### src/hw/rtl/stl_pkg.sv
// ----------------------------------------------------------------------------
// stl_pkg
// Types, codes and character classification shared by the tokenizer modules.
// ----------------------------------------------------------------------------
package stl_pkg;

   localparam int unsigned MAX_BYTES_DEFAULT = 65536;
   localparam int unsigned QUEUE_DEPTH = 4;

   localparam logic OP_BYTE = 1'b0;
   localparam logic OP_END  = 1'b1;

   localparam logic QUOTE_DOUBLE = 1'b0;
   localparam logic QUOTE_SINGLE = 1'b1;

   localparam logic [7:0] CH_DQUOTE = 8'h22;
   localparam logic [7:0] CH_SQUOTE = 8'h27;

   typedef enum logic [3:0] {
      TK_LPAREN = 4'd0,
      TK_RPAREN = 4'd1,
      TK_LBRACE = 4'd2,
      TK_RBRACE = 4'd3,
      TK_DOT    = 4'd4,
      TK_COMMA  = 4'd5,
      TK_COLON  = 4'd6,
      TK_SEMI   = 4'd7,
      TK_IDENT  = 4'd8,
      TK_STRING = 4'd9,
      TK_END    = 4'd10,
      TK_ERROR  = 4'd11
   } tok_kind_type;

   typedef enum logic [1:0] {
      MODE_SCAN   = 2'd0,
      MODE_IDENT  = 2'd1,
      MODE_STRING = 2'd2,
      MODE_SILENT = 2'd3
   } mode_type;

   typedef enum logic [2:0] {
      CLS_SPACE,
      CLS_SYMBOL,
      CLS_LETTER,
      CLS_DIGIT,
      CLS_QUOTE,
      CLS_OTHER
   } char_class_type;

   typedef struct packed {
      tok_kind_type kind;
      logic [15:0]  start;
      logic [15:0]  length;
   } token_type;

   typedef struct packed {
      logic      two;
      token_type tok0;
      token_type tok1;
   } entry_type;

   typedef struct packed {
      logic      valid;
      entry_type entry;
   } slot_type;

   function automatic char_class_type classify(input logic [7:0] c);
      char_class_type r;
      r = CLS_OTHER;
      if (c inside {8'h20, 8'h09, 8'h0A, 8'h0D, 8'h0C}) r = CLS_SPACE;
      else if (c inside {8'h28, 8'h29, 8'h7B, 8'h7D, 8'h2E, 8'h2C, 8'h3A, 8'h3B})
         r = CLS_SYMBOL;
      else if (c inside {[8'h41:8'h5A], [8'h61:8'h7A]}) r = CLS_LETTER;
      else if (c inside {[8'h30:8'h39]}) r = CLS_DIGIT;
      else if (c inside {CH_DQUOTE, CH_SQUOTE}) r = CLS_QUOTE;
      return r;
   endfunction

   function automatic tok_kind_type symbol_kind(input logic [7:0] c);
      tok_kind_type k;
      case (c)
         8'h28:   k = TK_LPAREN;
         8'h29:   k = TK_RPAREN;
         8'h7B:   k = TK_LBRACE;
         8'h7D:   k = TK_RBRACE;
         8'h2E:   k = TK_DOT;
         8'h2C:   k = TK_COMMA;
         8'h3A:   k = TK_COLON;
         8'h3B:   k = TK_SEMI;
         default: k = TK_ERROR;
      endcase
      return k;
   endfunction

   function automatic logic [15:0] sat16(input logic [16:0] v);
      return v[16] ? 16'hFFFF : v[15:0];
   endfunction

endpackage

### src/hw/rtl/stl_front.sv
// ----------------------------------------------------------------------------
// stl_front
// Accepts source bytes, tracks the lexer state and pushes the tokens caused
// by each item into the queue as one entry.
// ----------------------------------------------------------------------------
module stl_front #(
   parameter int unsigned MAX_BYTES = stl_pkg::MAX_BYTES_DEFAULT
) (
   input  logic             clock,
   input  logic             reset,
   input  logic             req_valid,
   output logic             req_ready,
   input  logic             req_opcode,
   input  logic [7:0]       req_source_byte,
   input  logic             q_full,
   output stl_pkg::slot_type push
);

   localparam logic [16:0] LEX_LIMIT = 17'((MAX_BYTES < 65536) ? MAX_BYTES : 65536);

   stl_pkg::mode_type mode_ff, mode_in;
   logic              quote_ff, quote_in;
   logic [16:0]       pos_ff, pos_in;
   logic [15:0]       pstart_ff, pstart_in;
   logic [15:0]       plen_ff, plen_in;

   logic                   accept;
   logic                   at_limit;
   logic                   is_end;
   logic [7:0]             delim;
   logic [15:0]            plen_inc;
   stl_pkg::char_class_type cls;
   logic                   a_v, b_v;
   stl_pkg::token_type     a_tok, b_tok;

   assign req_ready = !q_full;
   assign accept    = req_valid && req_ready;
   assign is_end    = (req_opcode == stl_pkg::OP_END);
   assign at_limit  = (pos_ff >= LEX_LIMIT);
   assign delim     = (quote_ff == stl_pkg::QUOTE_SINGLE) ? stl_pkg::CH_SQUOTE
                                                          : stl_pkg::CH_DQUOTE;
   assign cls       = stl_pkg::classify(req_source_byte);
   assign plen_inc  = stl_pkg::sat16({1'b0, plen_ff} + 17'd1);

   always_comb begin
      mode_in = mode_ff;
      if (accept) begin
         if (is_end) begin
            mode_in = stl_pkg::MODE_SCAN;
         end else if (mode_ff != stl_pkg::MODE_SILENT) begin
            if (at_limit) begin
               mode_in = stl_pkg::MODE_SILENT;
            end else if (mode_ff == stl_pkg::MODE_STRING) begin
               if (req_source_byte == delim) mode_in = stl_pkg::MODE_SCAN;
            end else if (mode_ff == stl_pkg::MODE_IDENT &&
                         (cls == stl_pkg::CLS_LETTER || cls == stl_pkg::CLS_DIGIT)) begin
               mode_in = stl_pkg::MODE_IDENT;
            end else begin
               case (cls)
                  stl_pkg::CLS_LETTER: mode_in = stl_pkg::MODE_IDENT;
                  stl_pkg::CLS_QUOTE:  mode_in = stl_pkg::MODE_STRING;
                  stl_pkg::CLS_SPACE,
                  stl_pkg::CLS_SYMBOL: mode_in = stl_pkg::MODE_SCAN;
                  default:             mode_in = stl_pkg::MODE_SILENT;
               endcase
            end
         end
      end
   end

   always_comb begin
      quote_in  = quote_ff;
      pos_in    = pos_ff;
      pstart_in = pstart_ff;
      plen_in   = plen_ff;
      a_v       = 1'b0;
      b_v       = 1'b0;
      a_tok     = '{kind: stl_pkg::TK_IDENT, start: pstart_ff, length: plen_ff};
      b_tok     = '{kind: stl_pkg::TK_END, start: stl_pkg::sat16(pos_ff), length: 16'd0};
      if (accept) begin
         if (is_end) begin
            if (mode_ff == stl_pkg::MODE_IDENT) begin
               a_v = 1'b1;
            end else if (mode_ff == stl_pkg::MODE_STRING) begin
               a_v        = 1'b1;
               a_tok.kind = stl_pkg::TK_ERROR;
            end
            b_v       = 1'b1;
            quote_in  = stl_pkg::QUOTE_DOUBLE;
            pos_in    = '0;
            pstart_in = '0;
            plen_in   = '0;
         end else if (mode_ff != stl_pkg::MODE_SILENT) begin
            if (at_limit) begin
               a_v        = (mode_ff == stl_pkg::MODE_IDENT);
               b_v        = 1'b1;
               b_tok.kind = stl_pkg::TK_ERROR;
            end else begin
               pos_in = pos_ff + 17'd1;
               if (mode_ff == stl_pkg::MODE_STRING) begin
                  if (req_source_byte == delim) begin
                     a_v        = 1'b1;
                     a_tok.kind = stl_pkg::TK_STRING;
                  end else begin
                     plen_in = plen_inc;
                  end
               end else if (mode_ff == stl_pkg::MODE_IDENT &&
                            (cls == stl_pkg::CLS_LETTER || cls == stl_pkg::CLS_DIGIT)) begin
                  plen_in = plen_inc;
               end else begin
                  a_v          = (mode_ff == stl_pkg::MODE_IDENT);
                  b_tok.start  = pos_ff[15:0];
                  b_tok.length = 16'd1;
                  case (cls)
                     stl_pkg::CLS_SPACE: begin
                     end
                     stl_pkg::CLS_SYMBOL: begin
                        b_v        = 1'b1;
                        b_tok.kind = stl_pkg::symbol_kind(req_source_byte);
                     end
                     stl_pkg::CLS_LETTER: begin
                        pstart_in = pos_ff[15:0];
                        plen_in   = 16'd1;
                     end
                     stl_pkg::CLS_QUOTE: begin
                        quote_in  = (req_source_byte == stl_pkg::CH_SQUOTE)
                                    ? stl_pkg::QUOTE_SINGLE : stl_pkg::QUOTE_DOUBLE;
                        pstart_in = stl_pkg::sat16(pos_ff + 17'd1);
                        plen_in   = 16'd0;
                     end
                     default: begin
                        b_v        = 1'b1;
                        b_tok.kind = stl_pkg::TK_ERROR;
                     end
                  endcase
               end
            end
         end
      end
   end

   always_comb begin
      push.valid      = a_v || b_v;
      push.entry.two  = a_v && b_v;
      push.entry.tok0 = a_v ? a_tok : b_tok;
      push.entry.tok1 = b_tok;
   end

   always_ff @(posedge clock) begin
      if (reset) begin
         mode_ff   <= stl_pkg::MODE_SCAN;
         quote_ff  <= stl_pkg::QUOTE_DOUBLE;
         pos_ff    <= '0;
         pstart_ff <= '0;
         plen_ff   <= '0;
      end else begin
         mode_ff   <= mode_in;
         quote_ff  <= quote_in;
         pos_ff    <= pos_in;
         pstart_ff <= pstart_in;
         plen_ff   <= plen_in;
      end
   end

endmodule

### src/hw/rtl/stl_queue.sv
// ----------------------------------------------------------------------------
// stl_queue
// Short queue of token entries between the front and the back.
// ----------------------------------------------------------------------------
module stl_queue (
   input  logic              clock,
   input  logic              reset,
   input  stl_pkg::slot_type push,
   output logic              full,
   input  logic              pop,
   output stl_pkg::slot_type head
);

   localparam int unsigned DEPTH = stl_pkg::QUEUE_DEPTH;
   localparam int unsigned PW    = $clog2(DEPTH);
   localparam int unsigned CW    = $clog2(DEPTH + 1);

   stl_pkg::entry_type mem_ff [DEPTH];
   logic [PW-1:0] wr_ptr_ff, wr_ptr_in;
   logic [PW-1:0] rd_ptr_ff, rd_ptr_in;
   logic [CW-1:0] count_ff, count_in;
   logic          do_push, do_pop;

   assign full       = (count_ff == CW'(DEPTH));
   assign do_push    = push.valid && !full;
   assign do_pop     = pop && (count_ff != '0);
   assign head.valid = (count_ff != '0);
   assign head.entry = mem_ff[rd_ptr_ff];

   always_comb begin
      wr_ptr_in = wr_ptr_ff;
      rd_ptr_in = rd_ptr_ff;
      count_in  = count_ff;
      if (do_push) wr_ptr_in = (wr_ptr_ff == PW'(DEPTH - 1)) ? '0 : wr_ptr_ff + 1'b1;
      if (do_pop)  rd_ptr_in = (rd_ptr_ff == PW'(DEPTH - 1)) ? '0 : rd_ptr_ff + 1'b1;
      if (do_push && !do_pop) count_in = count_ff + 1'b1;
      else if (do_pop && !do_push) count_in = count_ff - 1'b1;
   end

   always_ff @(posedge clock) begin
      if (do_push) mem_ff[wr_ptr_ff] <= push.entry;
   end

   always_ff @(posedge clock) begin
      if (reset) begin
         wr_ptr_ff <= '0;
         rd_ptr_ff <= '0;
         count_ff  <= '0;
      end else begin
         wr_ptr_ff <= wr_ptr_in;
         rd_ptr_ff <= rd_ptr_in;
         count_ff  <= count_in;
      end
   end

endmodule

### src/hw/rtl/stl_back.sv
// ----------------------------------------------------------------------------
// stl_back
// Takes queue entries apart into single tokens and holds each one in the
// output register until the receiver takes it.
// ----------------------------------------------------------------------------
module stl_back (
   input  logic              clock,
   input  logic              reset,
   input  stl_pkg::slot_type head,
   output logic              pop,
   output logic              rsp_valid,
   input  logic              rsp_ready,
   output logic [3:0]        rsp_token_kind,
   output logic [15:0]       rsp_token_start,
   output logic [15:0]       rsp_token_length,
   output logic              rsp_last_of_run
);

   logic               valid_ff, valid_in;
   logic               half_ff, half_in;
   stl_pkg::token_type tok_ff, tok_in;
   logic               last_ff, last_in;
   logic               load;
   logic               sel_last;

   assign load     = head.valid && (!valid_ff || rsp_ready);
   assign sel_last = !head.entry.two || half_ff;
   assign pop      = load && sel_last;

   always_comb begin
      valid_in = valid_ff;
      half_in  = half_ff;
      tok_in   = tok_ff;
      last_in  = last_ff;
      if (load) begin
         valid_in = 1'b1;
         tok_in   = half_ff ? head.entry.tok1 : head.entry.tok0;
         last_in  = sel_last;
         half_in  = !sel_last;
      end else if (rsp_ready) begin
         valid_in = 1'b0;
      end
   end

   always_ff @(posedge clock) begin
      if (reset) begin
         valid_ff <= 1'b0;
         half_ff  <= 1'b0;
      end else begin
         valid_ff <= valid_in;
         half_ff  <= half_in;
      end
   end

   always_ff @(posedge clock) begin
      tok_ff  <= tok_in;
      last_ff <= last_in;
   end

   assign rsp_valid        = valid_ff;
   assign rsp_token_kind   = tok_ff.kind;
   assign rsp_token_start  = tok_ff.start;
   assign rsp_token_length = tok_ff.length;
   assign rsp_last_of_run  = last_ff;

endmodule

### src/hw/rtl/script_token_lexer.sv
// ----------------------------------------------------------------------------
// script_token_lexer
// Streaming tokenizer: one source byte per item in, tokens out.
// ----------------------------------------------------------------------------
// The req_ channel carries one source byte per item, or an end mark
// (req_opcode high) that closes the buffer. The rsp_ channel gives one token
// per item: kind, start offset, length, and last_of_run on the final token
// caused by an input item. An item causes zero, one or two tokens.
//
// The front takes one item every cycle while the four-entry token queue has
// room. A token passes through the queue and then the output register before
// it appears on rsp_. The back delivers one token per cycle while the receiver
// takes them, so an item that causes two tokens is delivered one token at a
// time; the queue absorbs these bursts.
//
// When the receiver holds rsp_ready low the token waits in the output
// register, the queue fills, and req_ready falls once it is full.
// Reset puts the lexer between tokens at offset zero and empties the queue
// and output register. The end item returns the lexer to the same state.
module script_token_lexer #(
   parameter int unsigned MAX_BYTES = stl_pkg::MAX_BYTES_DEFAULT
) (
   input  logic        clock,
   input  logic        reset,
   input  logic        req_valid,
   output logic        req_ready,
   input  logic        req_opcode,
   input  logic [7:0]  req_source_byte,
   output logic        rsp_valid,
   input  logic        rsp_ready,
   output logic [3:0]  rsp_token_kind,
   output logic [15:0] rsp_token_start,
   output logic [15:0] rsp_token_length,
   output logic        rsp_last_of_run
);

   stl_pkg::slot_type push;
   stl_pkg::slot_type head;
   logic              q_full;
   logic              pop;

   stl_front #(
      .MAX_BYTES(MAX_BYTES)
   ) u_front (
      .clock           (clock),
      .reset           (reset),
      .req_valid       (req_valid),
      .req_ready       (req_ready),
      .req_opcode      (req_opcode),
      .req_source_byte (req_source_byte),
      .q_full          (q_full),
      .push            (push)
   );

   stl_queue u_queue (
      .clock (clock),
      .reset (reset),
      .push  (push),
      .full  (q_full),
      .pop   (pop),
      .head  (head)
   );

   stl_back u_back (
      .clock            (clock),
      .reset            (reset),
      .head             (head),
      .pop              (pop),
      .rsp_valid        (rsp_valid),
      .rsp_ready        (rsp_ready),
      .rsp_token_kind   (rsp_token_kind),
      .rsp_token_start  (rsp_token_start),
      .rsp_token_length (rsp_token_length),
      .rsp_last_of_run  (rsp_last_of_run)
   );

endmodule

### config.mk
export PLATFORM = sky130hd
export DESIGN_NAME = script_token_lexer
export DESIGN_NICKNAME = d
export VERILOG_FILES = /design/src/hw/rtl/stl_pkg.sv /design/src/hw/rtl/stl_front.sv /design/src/hw/rtl/stl_queue.sv /design/src/hw/rtl/stl_back.sv /design/src/hw/rtl/script_token_lexer.sv
export SDC_FILE = /design/constraint.sdc
export NUM_CORES = 1
export LEC_CHECK = 0
export ABC_CLOCK_PERIOD_IN_PS = 5600
export BUFFER_PORTS_ARGS = -buffer_cell sky130_fd_sc_hd__buf_4
export CAP_MARGIN = 20
export CORE_MARGIN = 2
export CORE_UTILIZATION = 45
export CTS_CLUSTER_DIAMETER = 80
export DETAILED_ROUTE_END_ITERATION = 10
export PLACE_DENSITY = 0.6
export REMOVE_ABC_BUFFERS = 1
export SYNTH_ARGS = -nofsm -noshare
export SYNTH_HDL_FRONTEND = slang
export SYNTH_HIERARCHICAL = 1
export SYNTH_SLANG_ARGS = --single-unit
### constraint.sdc
create_clock -name clock -period 5.6 [get_ports clock]
set_clock_uncertainty 0.1 [all_clocks]
set_input_delay 0.56 -clock clock [delete_from_list [all_inputs] [get_ports clock]]
set_output_delay 0.56 -clock clock [all_outputs]
set_load 0.005 [all_outputs]
==> Yosys cells after proc, flatten, opt, wreduce, memory -nomap -nowiden <==
Memories as Yosys holds them, arrays and structs flattened. A register that Yosys moved wholly into a read port is not among the register bits.
Index checks and enable logic that the tools add are counted.
{ "op_classes": {"reduce_logical": 41, "eq_ne": 31, "bitwise_logic": 0, "mux": 84, "n_addsub": 6, "shifts": 0, "div": 0, "multipliers": 0, "n_lt_le_gt_ge": 7} }
{ "ops": {"columns": ["operator", "n"], "rows": [
  ["$mux 36", 7],
  ["$mux 16", 14],
  ["$eq 8x6->1 const B", 9],
  ["$pmux 16 s2", 2],
  ["$mux 17", 3],
  ["$eq 8x4->1 const B", 4],
  ["$mux 32", 1],
  ["$pmux 4 s8", 1],
  ["$mux 1", 29],
  ["$mux 4", 7],
  ["$mux 2", 11],
  ["$mux 3", 7],
  ["$add 16x1->17 const B", 1],
  ["$add 17x1->17 const B", 1],
  ["$ge 17x17->1 const B", 1],
  ["$eq 8x7->1 const B", 2],
  ["$ge 8x7->1 const B", 2],
  ["$le 8x7->1 const B", 2],
  ["$logic_and 1x1->1", 12],
  ["$reduce_and 6->1", 2],
  ["$reduce_bool 2->1", 6],
  ["$reduce_bool 5->1", 2],
  ["$eq 8x8->1", 1],
  ["$ge 8x6->1 const B", 1],
  ["other kinds (23)", 41]
]} }
{ "word_totals": {"regBits": 98, "n_memories": 1, "elab_cells": 184, "latch_bits": 0, "rom_bits": 0, "mem_bits_rw": 292, "input_bits": 13} }
{ "mem_list": {"columns": ["name", "depth", "width", "read_ports", "rd_ports_with_merged_regs", "write_ports", "line_no", "rtl"], "rows": [
  ["u_queue.mem_ff", 4, 73, 1, 1, 1, "stl_queue.sv:18", "stl_pkg::entry_type mem_ff [DEPTH];"]
]} }

==> Longest topological paths before layout <==
Gate-level depths: netlist of the first run.
{ "logic_depth": {"depth_word": 22, "mapped_depth": 16} }

==> Modules after synthesis <==
The synthesis of the first run kept the hierarchy.
{ "by_module_without_submodules": {"columns": ["module", "n_inst", "cells_each", "seq_area_each_um2", "area_each_um2"], "rows": [
  ["stl_queue", 1, 431, 8948.6, 11041.8],
  ["stl_front", 1, 542, 1041.0, 4070.2],
  ["stl_back", 1, 90, 1151.1, 1721.7]
]} }

==> Least setup slack after synthesis of the first run <==
Ideal clock, no wire load.
{ "synth_path": {"kind": "input-to-reg", "startpoint": "in req_source_byte[4]", "endpoint": "mem u_queue/mem_ff[0][0] (netlist bit), enable pin", "cell_stages": 8, "t_arrival_ps": 3831, "setup_time_ps": 440, "path_buffers": 2, "slack_ps": 1230, "path_cell_list": "buf_2 > or3_1 > a2111oi_2 > nor3_1 > a21o_1 > buf_2 > nand2_1 > and3_1"} }
{ "synth_lines": {"columns": ["item", "line_no", "rtl"], "rows": [
  ["start, declared", "script_token_lexer.sv:28", "input logic [7:0] req_source_byte,"],
  ["end, declared", "stl_queue.sv:18", null]
]} }

==> out/summary.md, run 1 <==
For the floorplan die area, the log shows 0.0390 mm2. In this run the horizontal extent of the chip is 197 um. The max-slew headroom at the worst pin was 29.3%; the sum of overflow across all layers after global routing was 0. Of all nets on the critical path, the largest fanout is 7. Power spent charging and discharging nets: 2.21 mW. Most frequent cell after synthesis: edfxtp_1. The average instance in the mapped netlist occupies 15.8 um2. The worst register-to-register path has a setup slack of 1.80 ns. The worst path in the final design needs a cycle of 3.80 ns, including I/O delays and setup. The worst setup path is launched from a flop.

Final antenna diode count: 0. The hold path endpoint is u_back/rsp_valid. Detailed routing inserted a total of 9233 vias. The power density over the cells works out to 450 mW/mm2. The worst register-to-register path ends at u_queue/count_ff[2]. Among all flip-flop cells after synthesis, the most frequent one is edfxtp_1. The switching portion of total power came out at 26.1%.

Data on the critical path is required at its endpoint by 5.94 ns. The number of antenna violations at the first check in global routing was 0; the number of DRC markers after the initial detailed-route iteration was 745. Prior to clock tree synthesis, the placed netlist has a worst setup slack of 1.57 ns. The logs give 9425 for the via count of the first global-routing pass and 0 for the remaining antenna violation count. For this design, the CTS-stage hold fixing added 0 buffers. The commonest cells after synthesis are edfxtp_1 (329), mux4_2 (73), dfxtp_1 (63). The origin of the worst min-delay path is rsp_ready. The tools report the gate count after technology mapping as 1063.

The cell taking the most area after synthesis was edfxtp_1. Area overhead of the layout relative to synthesis: 11.9%. The global-route wire length before repair is 52.8 mm. The cell area that synthesis handed to floorplanning was 0.0168 mm2.

Counting flops with an async set or reset pin after synthesis yields a share of 0%. Setup slack closes at 1.80 ns. Once detailed placement completed, the half-perimeter wirelength came to 19.4 mm. The final sum of negative setup slack was 0 ns. The run gives 81 as the number of unique standard cell types used by synthesis. In the routed design, unresolved DRC markers number 0. Summing all placed instances gives a cell area of 0.0176 mm2. The logs give 2 for the H-tree depth reported by CTS and 50 for the maximum number of pins on one net before global-route repair. The floorplan has 70 rows. The internal portion of the total power is 6.27 mW. Summing all non-filler instances in the final layout gives an area of 0.0188 mm2. The run gives 33.0 mm as the routed wire length.

Based on the critical path, the design can be clocked at up to 263 MHz. The logs give 0 for the max-slew violation count and 0.821 for the final weighted congestion in routability-driven placement. STA classifies the critical path endpoint as a flop.

In this run the critical register-to-register path is launched from u_front/mode_ff[0]. Registers are responsible for 47.2% of the overall power. TritonCTS built the clock tree. Using the TritonRoute via totals, the vias-per-cell ratio works out to 5.73.

The logs give 0 for the number of setup violations in the final report and 392 for the number of clock sinks. For this run, the register share of the synthesized area comes to 66.2%. STA puts the critical path data arrival time at 4.14 ns.

The core region is 0.0367 mm2. Post-CTS repair changed the size of 0 cells. In the final routed layout, each cell accounts on average for 20.5 um. The number of enable-type register cells in the synthesized netlist works out to 329.

The synthesized design devotes to its leading area cell type 58.7% of total area. VDD sags by at most 472 uV. Once the floorplan was initialized, standard cells occupied 45.9% of the core. The share of final-layout standard cells stronger than drive strength 1 is 25.3%.

Setup repair after global routing left no endpoint under its margin. The number of buffers created by CTS came out at 41. Count of pins on the block boundary: 52. Of the total power, combinational logic draws 23.1%.

Counting instances, the worst hold path has a depth of 3. The count of buffers added by post-CTS timing repair for setup is 0, and the hold violation total from the final report is 0. The final-stage net count was 1141. At the later pin of the worst-skew pair, clock insertion delay measures 0.52 ns.

The worst reg-to-reg path cell count is 15, and the count of buffers from port buffering is 51. Library cell used as clock root buffer: clkbuf_16. Ranked by total cell area, the synthesized netlist is headed by edfxtp_1 (59%), mux4_2 (9.8%), dfxtp_1 (7.5%). The number of iterations in the first detailed-routing pass is 6. The tightest min-delay check is of the input port to flop type. For the pin with the worst max-slew slack, the measured transition is 1.05 ns. The run gives 6 as the total of warnings raised by yosys. Measured along the y axis, the die boundary spans 197 um. Clock-pin slew on the worst setup and hold paths: 0.06 ns. Of the total power, the clock network draws 29.7%. The critical path class was flop to flop.

No sink is reached through more buffers than the 3 on the longest clock path. Across the run, the number of max-cap violations was 0. For the total routing resource utilization after global routing, the log shows 17.5%.

The share of the cycle needed by the critical path after routing is 67.8%. The flow ran to the end, and the final reports show no timing, DRC or antenna violations. The leakage power figure is 6.29 nW, and the synthesized flop and latch total is 392.
metal layers:
layer,vias up,track usage (%),part of all wire (%)
li1,4271,-,-
met1,4724,24.4,46
met2,196,29.2,48
met3,42,2.46,4.2
met4,0,4.15,1.7
met5,-,0,0
cell usage in the layout (no fill, tap or decap), drive strengths merged, types with 4 or more instances in the layout:
master and n:
clkinv 9, o31ai 9, dfxtp 63, nand3b 5
o21ai 36, nor2 61, and3 16, a22o 4
nand2b 5, mux4 73, xnor2 4, o2bb2ai 6
a311oi 4, a31oi 15, a21o 5, nand3 25
mux2 48, a21oi 42, clkbuf 59, or3 7
o21bai 4, buf 68, ha 13, a22oi 8
edfxtp 329, nand4 10, a31o 5, nor3 24
or2 15, conb 15, a211oi 13, and2 15
clkinvlp 4, inv 25, nand2 43, nor2b 4
registers in the layout (all words and copies together), names as in the netlist, 2 cells and up, named ones only:
name                     count
u_front/mode_ff              2
u_front/plen_ff             16
u_back/rsp_token_kind        4
u_queue/mem_ff             292
u_queue/rd_ptr_ff            2
u_queue/wr_ptr_ff            2
u_front/pos_ff              17
u_queue/count_ff             3
u_front/pstart_ff           16
u_back/rsp_token_length     16
u_back/rsp_token_start      16
through the flow:
| step | utilization [%] | instances | hold WS (ns) | power (mW) |
|---|---|---|---|---|
| floorplan | - | 1003 | 0.319 | 5.36 |
| CTS | 51.2 | 1610 | 0.245 | 8.59 |
| detailed placement | 47.8 | 1537 | 0.337 | 6.05 |
| global route | 51.3 | 1612 | 0.283 | 8.90 |
| finish | 51.3 | 1612 | 0.263 | 8.48 |
| global placement | 47.8 | 1537 | 0.335 | 6.03 |
power groups by stage:
stage	Combinational (mW)	Sequential, mW	Clock, mW
after floorplan	1.20	4.16	0
after global placement	1.97	4.06	0
after detailed placement	1.98	4.07	0
after CTS	1.99	4.02	2.59
after global routing	2.14	4.06	2.70
final	1.96	4.00	2.52
worst max-delay path, cell delays in order (launching register included):
cell and delay [ns]:
dfxtp_1 0.34, inv_1 0.09, ha_1 0.28, inv_1 0.17, a2111oi_2 0.52, nor3_1 0.12
a21o_1 0.21, nand2_1 0.20, bufinv_8 0.23, nor2_2 0.14, ha_1 0.21, inv_1 0.07
fa_1 0.43, xor2_1 0.18, or3_1 0.30, a21oi_1 0.13
cell families after synthesis:
kind of cell	after synthesis	share of synthesized area (%)
adder cells (fa/ha/maj)	14	1.09
other	1	0.0223
flip-flops	392	66.2
XOR/XNOR	7	0.364
buffers and inverters	101	3.44
AO/OA/AOI/OAI	181	7.56
AND/OR/NAND/NOR	243	7.54
multiplexers	124	13.8
worst max path at each step:
stage	startpoint	end	slack, ns	depth (start not counted)
floorplan	flop	u_queue/count_ff[2]	0.17	10
global placement	req_source_byte[2]	u_queue/count_ff[2]	1.61	15
detailed placement	req_source_byte[2]	u_queue/count_ff[2]	1.57	15
CTS	u_front/mode_ff[0]	u_queue/count_ff[2]	1.82	15
global route	u_front/mode_ff[1]	u_queue/count_ff[2]	1.46	14
finish	u_front/mode_ff[0]	u_queue/count_ff[2]	1.80	15
layout make-up:
cell class	count	area (um2)
Sequential cell	392	11100
Multi-Input combinational cell	584	5190
Inverter	27	120
Clock buffer	59	1120
Timing Repair Buffer	68	543
Tap cell	468	586
Clock inverter	14	125
Fill cell	3000	17900
Note: power is estimated with default switching activity, not from simulation.
==> run 2: changes to the inputs <==
- ABC_AREA: not set -> 1
- ABC_CLOCK_PERIOD_IN_PS: 5600 -> 3600
- clock period: 5.6 -> 3.6 ns (I/O delays scaled with it)
==> out/summary.md, run 2 <==
The maximum number of pins on one net before global-route repair is 99 (+98%). Grouping stages by cell kind, the critical path spends the most delay in adder cells. For the HPWL after detailed placement, the log shows 21.8 mm (+12%).

The library cell used most frequently in the layout, excluding fill and tap cells, is edfxtp_1. The share of final-layout standard cells stronger than drive strength 1 was 10.8% (-15 points). The share of the cycle needed by the critical path after routing came out at 78.8% (+11 points).

The tools report the total routing resource utilization after global routing as 19.7% (+2.2 points). The minimum clock period was 2.84 ns (-0.959 ns). Yosys instantiated no cell more often than edfxtp_1.

Hold path endpoint: u_back/rsp_valid. The proportion of register bits with asynchronous set or reset after synthesis was 0% (unchanged); the count of buffers added by post-CTS timing repair for setup was 0 (unchanged). The number of vias after detailed routing is 11800 (+28%).

The stage delay of the slowest cell on the critical path came out at 0.43 ns (-0.09 ns). The run gives 0 (unchanged) as the number of setup violations in the final report. The average vias per placed instance is 5.29 (-7.7%).

The worst flop-to-flop path startpoint was u_front/mode_ff[0]. The wire length per cell after detailed routing works out to 17.4 um (-15%). The clock-pin slew on the worst setup and hold paths was 0.06 ns (about the same). The H-tree depth reported by CTS is 2 (unchanged), and the floorplan core area is 0.0377 mm2 (+2.6%). The leakage power figure is 7.18 nW (+14%), and the die extent in y is 200 um (+1.2%). The global-route wire length before repair came out at 60.9 mm (+15%). Traced cell by cell, the critical path runs through inv_1 -> ha_1 -> inv_1 -> nand2_4 -> nor2_1 -> o21ai_0 -> nand2_1 -> nand2_1 -> inv_1 -> ha_1 -> inv_1 -> fa_1 -> inv_1 -> nand2_1 -> nand3_1 -> nand2_1 -> inv_1 -> nor2_1.

The count of unresolved DRC violations after routing was 0 (unchanged). For the number of antenna violations at the first check in global routing, the log shows 0 (unchanged). The routed wire length was 38.7 mm (+17%); the flop-to-flop setup slack was 0.76 ns (-1.04 ns). The run gives 5 (-1) as the number of iterations in the first detailed-routing pass. The run finished with clean final reports.

The share of the synthesized area in the top cell type came out at 57.3% (-1.4 points). Worst reg-to-reg path cell count: 18 (+3). The endpoint arrival time on the critical path was 3.18 ns (-0.96 ns). Width of the die: 200 um (+1.2%). The logs give 64.6% (-1.6 points) for the post-synthesis sequential area ratio and 42 (+2.4%) for the number of buffers created by CTS. The hold violation total from the final report was 0 (unchanged). Final-stage net count: 1713 (+50%). The endpoint identified for the worst register-to-register timing path is u_queue/count_ff[2].

The count of hold-fix buffers inserted at cts came out at 0 (unchanged). The cell total after placement came out at 2152 (+40%). For the maximum buffer depth of the clock tree, the log shows 3 (unchanged). The top achievable clock speed was 353 MHz (+34%). The synthesized flop and latch total is 392 (unchanged), and the via count of the first global-routing pass is 11300 (+19%). The run gives 0 (unchanged) as the final antenna diode count. In this design, the critical path's most frequently occurring cell is inv_1. TritonCTS built the clock tree. The max-slew headroom at the worst pin was 32.6% (+3.2 points); the total of warnings raised by yosys was 6 (unchanged). The run gives 0 (unchanged) as the remaining antenna violation count. The starting density of the core was 45.8% (-0.080 points); the count of pins on the block boundary was 52 (unchanged).

The run gives 0 (unchanged) as the max-slew violation count. The tools report the number of DRC markers after the initial detailed-route iteration as 796 (+6.8%). The worst hold path begins at rsp_ready.

The cell taking the most area after synthesis is edfxtp_1. The sum of buffers and inverters on the critical path is 6 (+2). The post-synthesis average cell area came out at 10.4 um2 (-34%).

Relative to the synthesized area, the layout overhead comes to 11.5%. The logs give 0 (unchanged) for the count of max-cap constraint violations and 0 (unchanged) for the sum of overflow across all layers after global routing. The run gives 71 (+1.4%) as the site row count. Setup repair after global routing left no endpoint under its margin. The logs give 0 (unchanged) for the post-cts resize count and 41 (-49%) for the number of unique standard cell types used by synthesis. The floorplan die area came out at 0.0399 mm2 (+2.4%). The critical path class was flop to flop. Library cell used as clock root buffer: clkbuf_16. The tools report the peak supply drop as 719 uV (+52%).

For this design, the slowest cell found on the critical path is fa_1. The largest fanout of any net on the critical path was 6 (-1); the number of enable-type register cells in the synthesized netlist was 329 (unchanged). Slew at the pin closest to its max-slew limit: 1.01 ns (-0.0340 ns).

Power density over the cells: 737 mW/mm2 (+64%). The largest registers in the layout are u_queue/mem_ff (292), u_front/pos_ff (17). By area the synthesized netlist is led by edfxtp_1 (57%), dfxtp_1 (7.3%), nand2_1 (6.4%). The worst endpoint required time is 3.94 ns (-2.00 ns). Class of the tightest hold or removal check: input port to flop. The tools report the gate count after technology mapping as 1651 (+55%). Among all flip-flop cells after synthesis, the most frequent one is edfxtp_1. The top cell types in the final layout, fill and taps aside, are edfxtp_1 (329), nand2_1 (293), nor2_1 (254). The tools report the final weighted congestion in routability-driven placement as 0.847 (+3.2%). For the source-to-sink clock delay at the later pin of the worst-skew pair, the log shows 0.54 ns (+0.02 ns).

Flip-flop count of the largest register after layout: 292 (unchanged). The register name with the most flops is u_queue/mem_ff. Count of buffers from port buffering: 51 (unchanged). The worst setup path is launched from a flop.

The number of non-filler instances in the completed layout was 2229 (+38%). The tools report the element type at the critical path end as a flop. In the synthesized netlist, the cells that appear most often are edfxtp_1 (329), nand2_1 (293), nor2_1 (258).

Number of clock sinks: 392 (unchanged). The summed instance area of the synthesized netlist was 0.0172 mm2 (+2.5%); the depth of the worst hold-timing path was 4 (+1). The final sum of negative setup slack is 0 ns (unchanged).
==> run 2: cell count changes after synthesis, moves of 15 or more <==
cell / delta
and2_1: -15
and3_1: -15
inv_1: +75
mux2_2: -18
mux2_4: -29
mux4_2: -73
nand2_1: +250
nand3_1: +50
nor2_1: +198
o21ai_0: +85
o21ai_1: +73
o22ai_1: +74
==> run 2: power breakdown <==
| group | leakage (nW) | total, mW | internal [mW] | switching, mW |
|---|---|---|---|---|
| clock network | 0.632 | 4.09 | 2.40 | 1.69 |
| logic | 2.95 | 3.82 | 1.22 | 2.60 |
| registers | 3.60 | 6.26 | 6.02 | 0.243 |
| total | 7.18 | 14.2 | 9.64 | 4.53 |
==> run 2: metrics by stage <==
| stage | cell area (um2) | power [mW] | hold slack, ns | setup WS, ns | utilization, % |
|---|---|---|---|---|---|
| 6_report | 19200 | 14.2 | 0.0792 | 0.763 | 51.0 |
| 5_1_grt | 19200 | 15.0 | 0.0971 | 0.541 | 51.0 |
| 4_1_cts | 19200 | 14.3 | 0.0566 | 0.762 | 51.0 |
| 3_5_place_dp | 17900 | 10.2 | 0.389 | 0.579 | 47.5 |
| 3_3_place_gp | 17900 | 10.1 | 0.371 | 0.639 | 47.5 |
| 2_1_floorplan | 16600 | 8.68 | 0.329 | -2.13 | - |
==> run 2: logic make-up after synthesis <==
kind of cell / synth area share, %
AO/OA/AOI/OAI: 10.6
XOR/XNOR: 0.711
adder cells (fa/ha/maj): 1.06
buffers and inverters: 6.40
flip-flops: 64.6
other: 0.0217
AND/OR/NAND/NOR: 16.6
==> run 2: worst reg2reg max path, delay by kind of cell, from the launching register on <==
kind | cells | cell delay [ns]
buffers and inverters | 6 | 0.52
AOI/OAI and AO/OA | 1 | 0.13
DFF | 1 | 0.39
and+or+nand+nor | 8 | 0.72
adders and majority gates | 3 | 0.87
==> run 2: how the worst max path moves through the flow <==
| stage | endpoint | depth (start not counted) | startpoint |
|---|---|---|---|
| 2_1_floorplan | u_queue/mem_ff[0][0] | 9 | u_front/pos_ff[16] |
| 3_3_place_gp | u_queue/count_ff[2] | 23 | req_source_byte[0] |
| 3_5_place_dp | u_queue/count_ff[2] | 21 | req_source_byte[3] |
| 4_1_cts | u_queue/count_ff[2] | 18 | u_front/mode_ff[0] |
| 5_1_grt | u_queue/count_ff[2] | 18 | u_front/mode_ff[0] |
| 6_report | u_queue/count_ff[2] | 18 | u_front/mode_ff[0] |
==> run 2: cell type report <==
class	instances	area, um2
fill	3357	18400
sequential	392	11100
multi-input combinational	1063	5090
clock buffer	61	1170
tap	511	639
timing repair buffer	73	618
inverter	114	434
clock inverter	15	129
==> run 2: layer usage <==
layer	vias to the layer above	track usage, %	wire (um)
met5	-	0	0
li1	5762	-	-
met2	237	32.9	18500
met4	0	5.43	866
met3	58	2.91	1510
met1	5727	27.0	17800
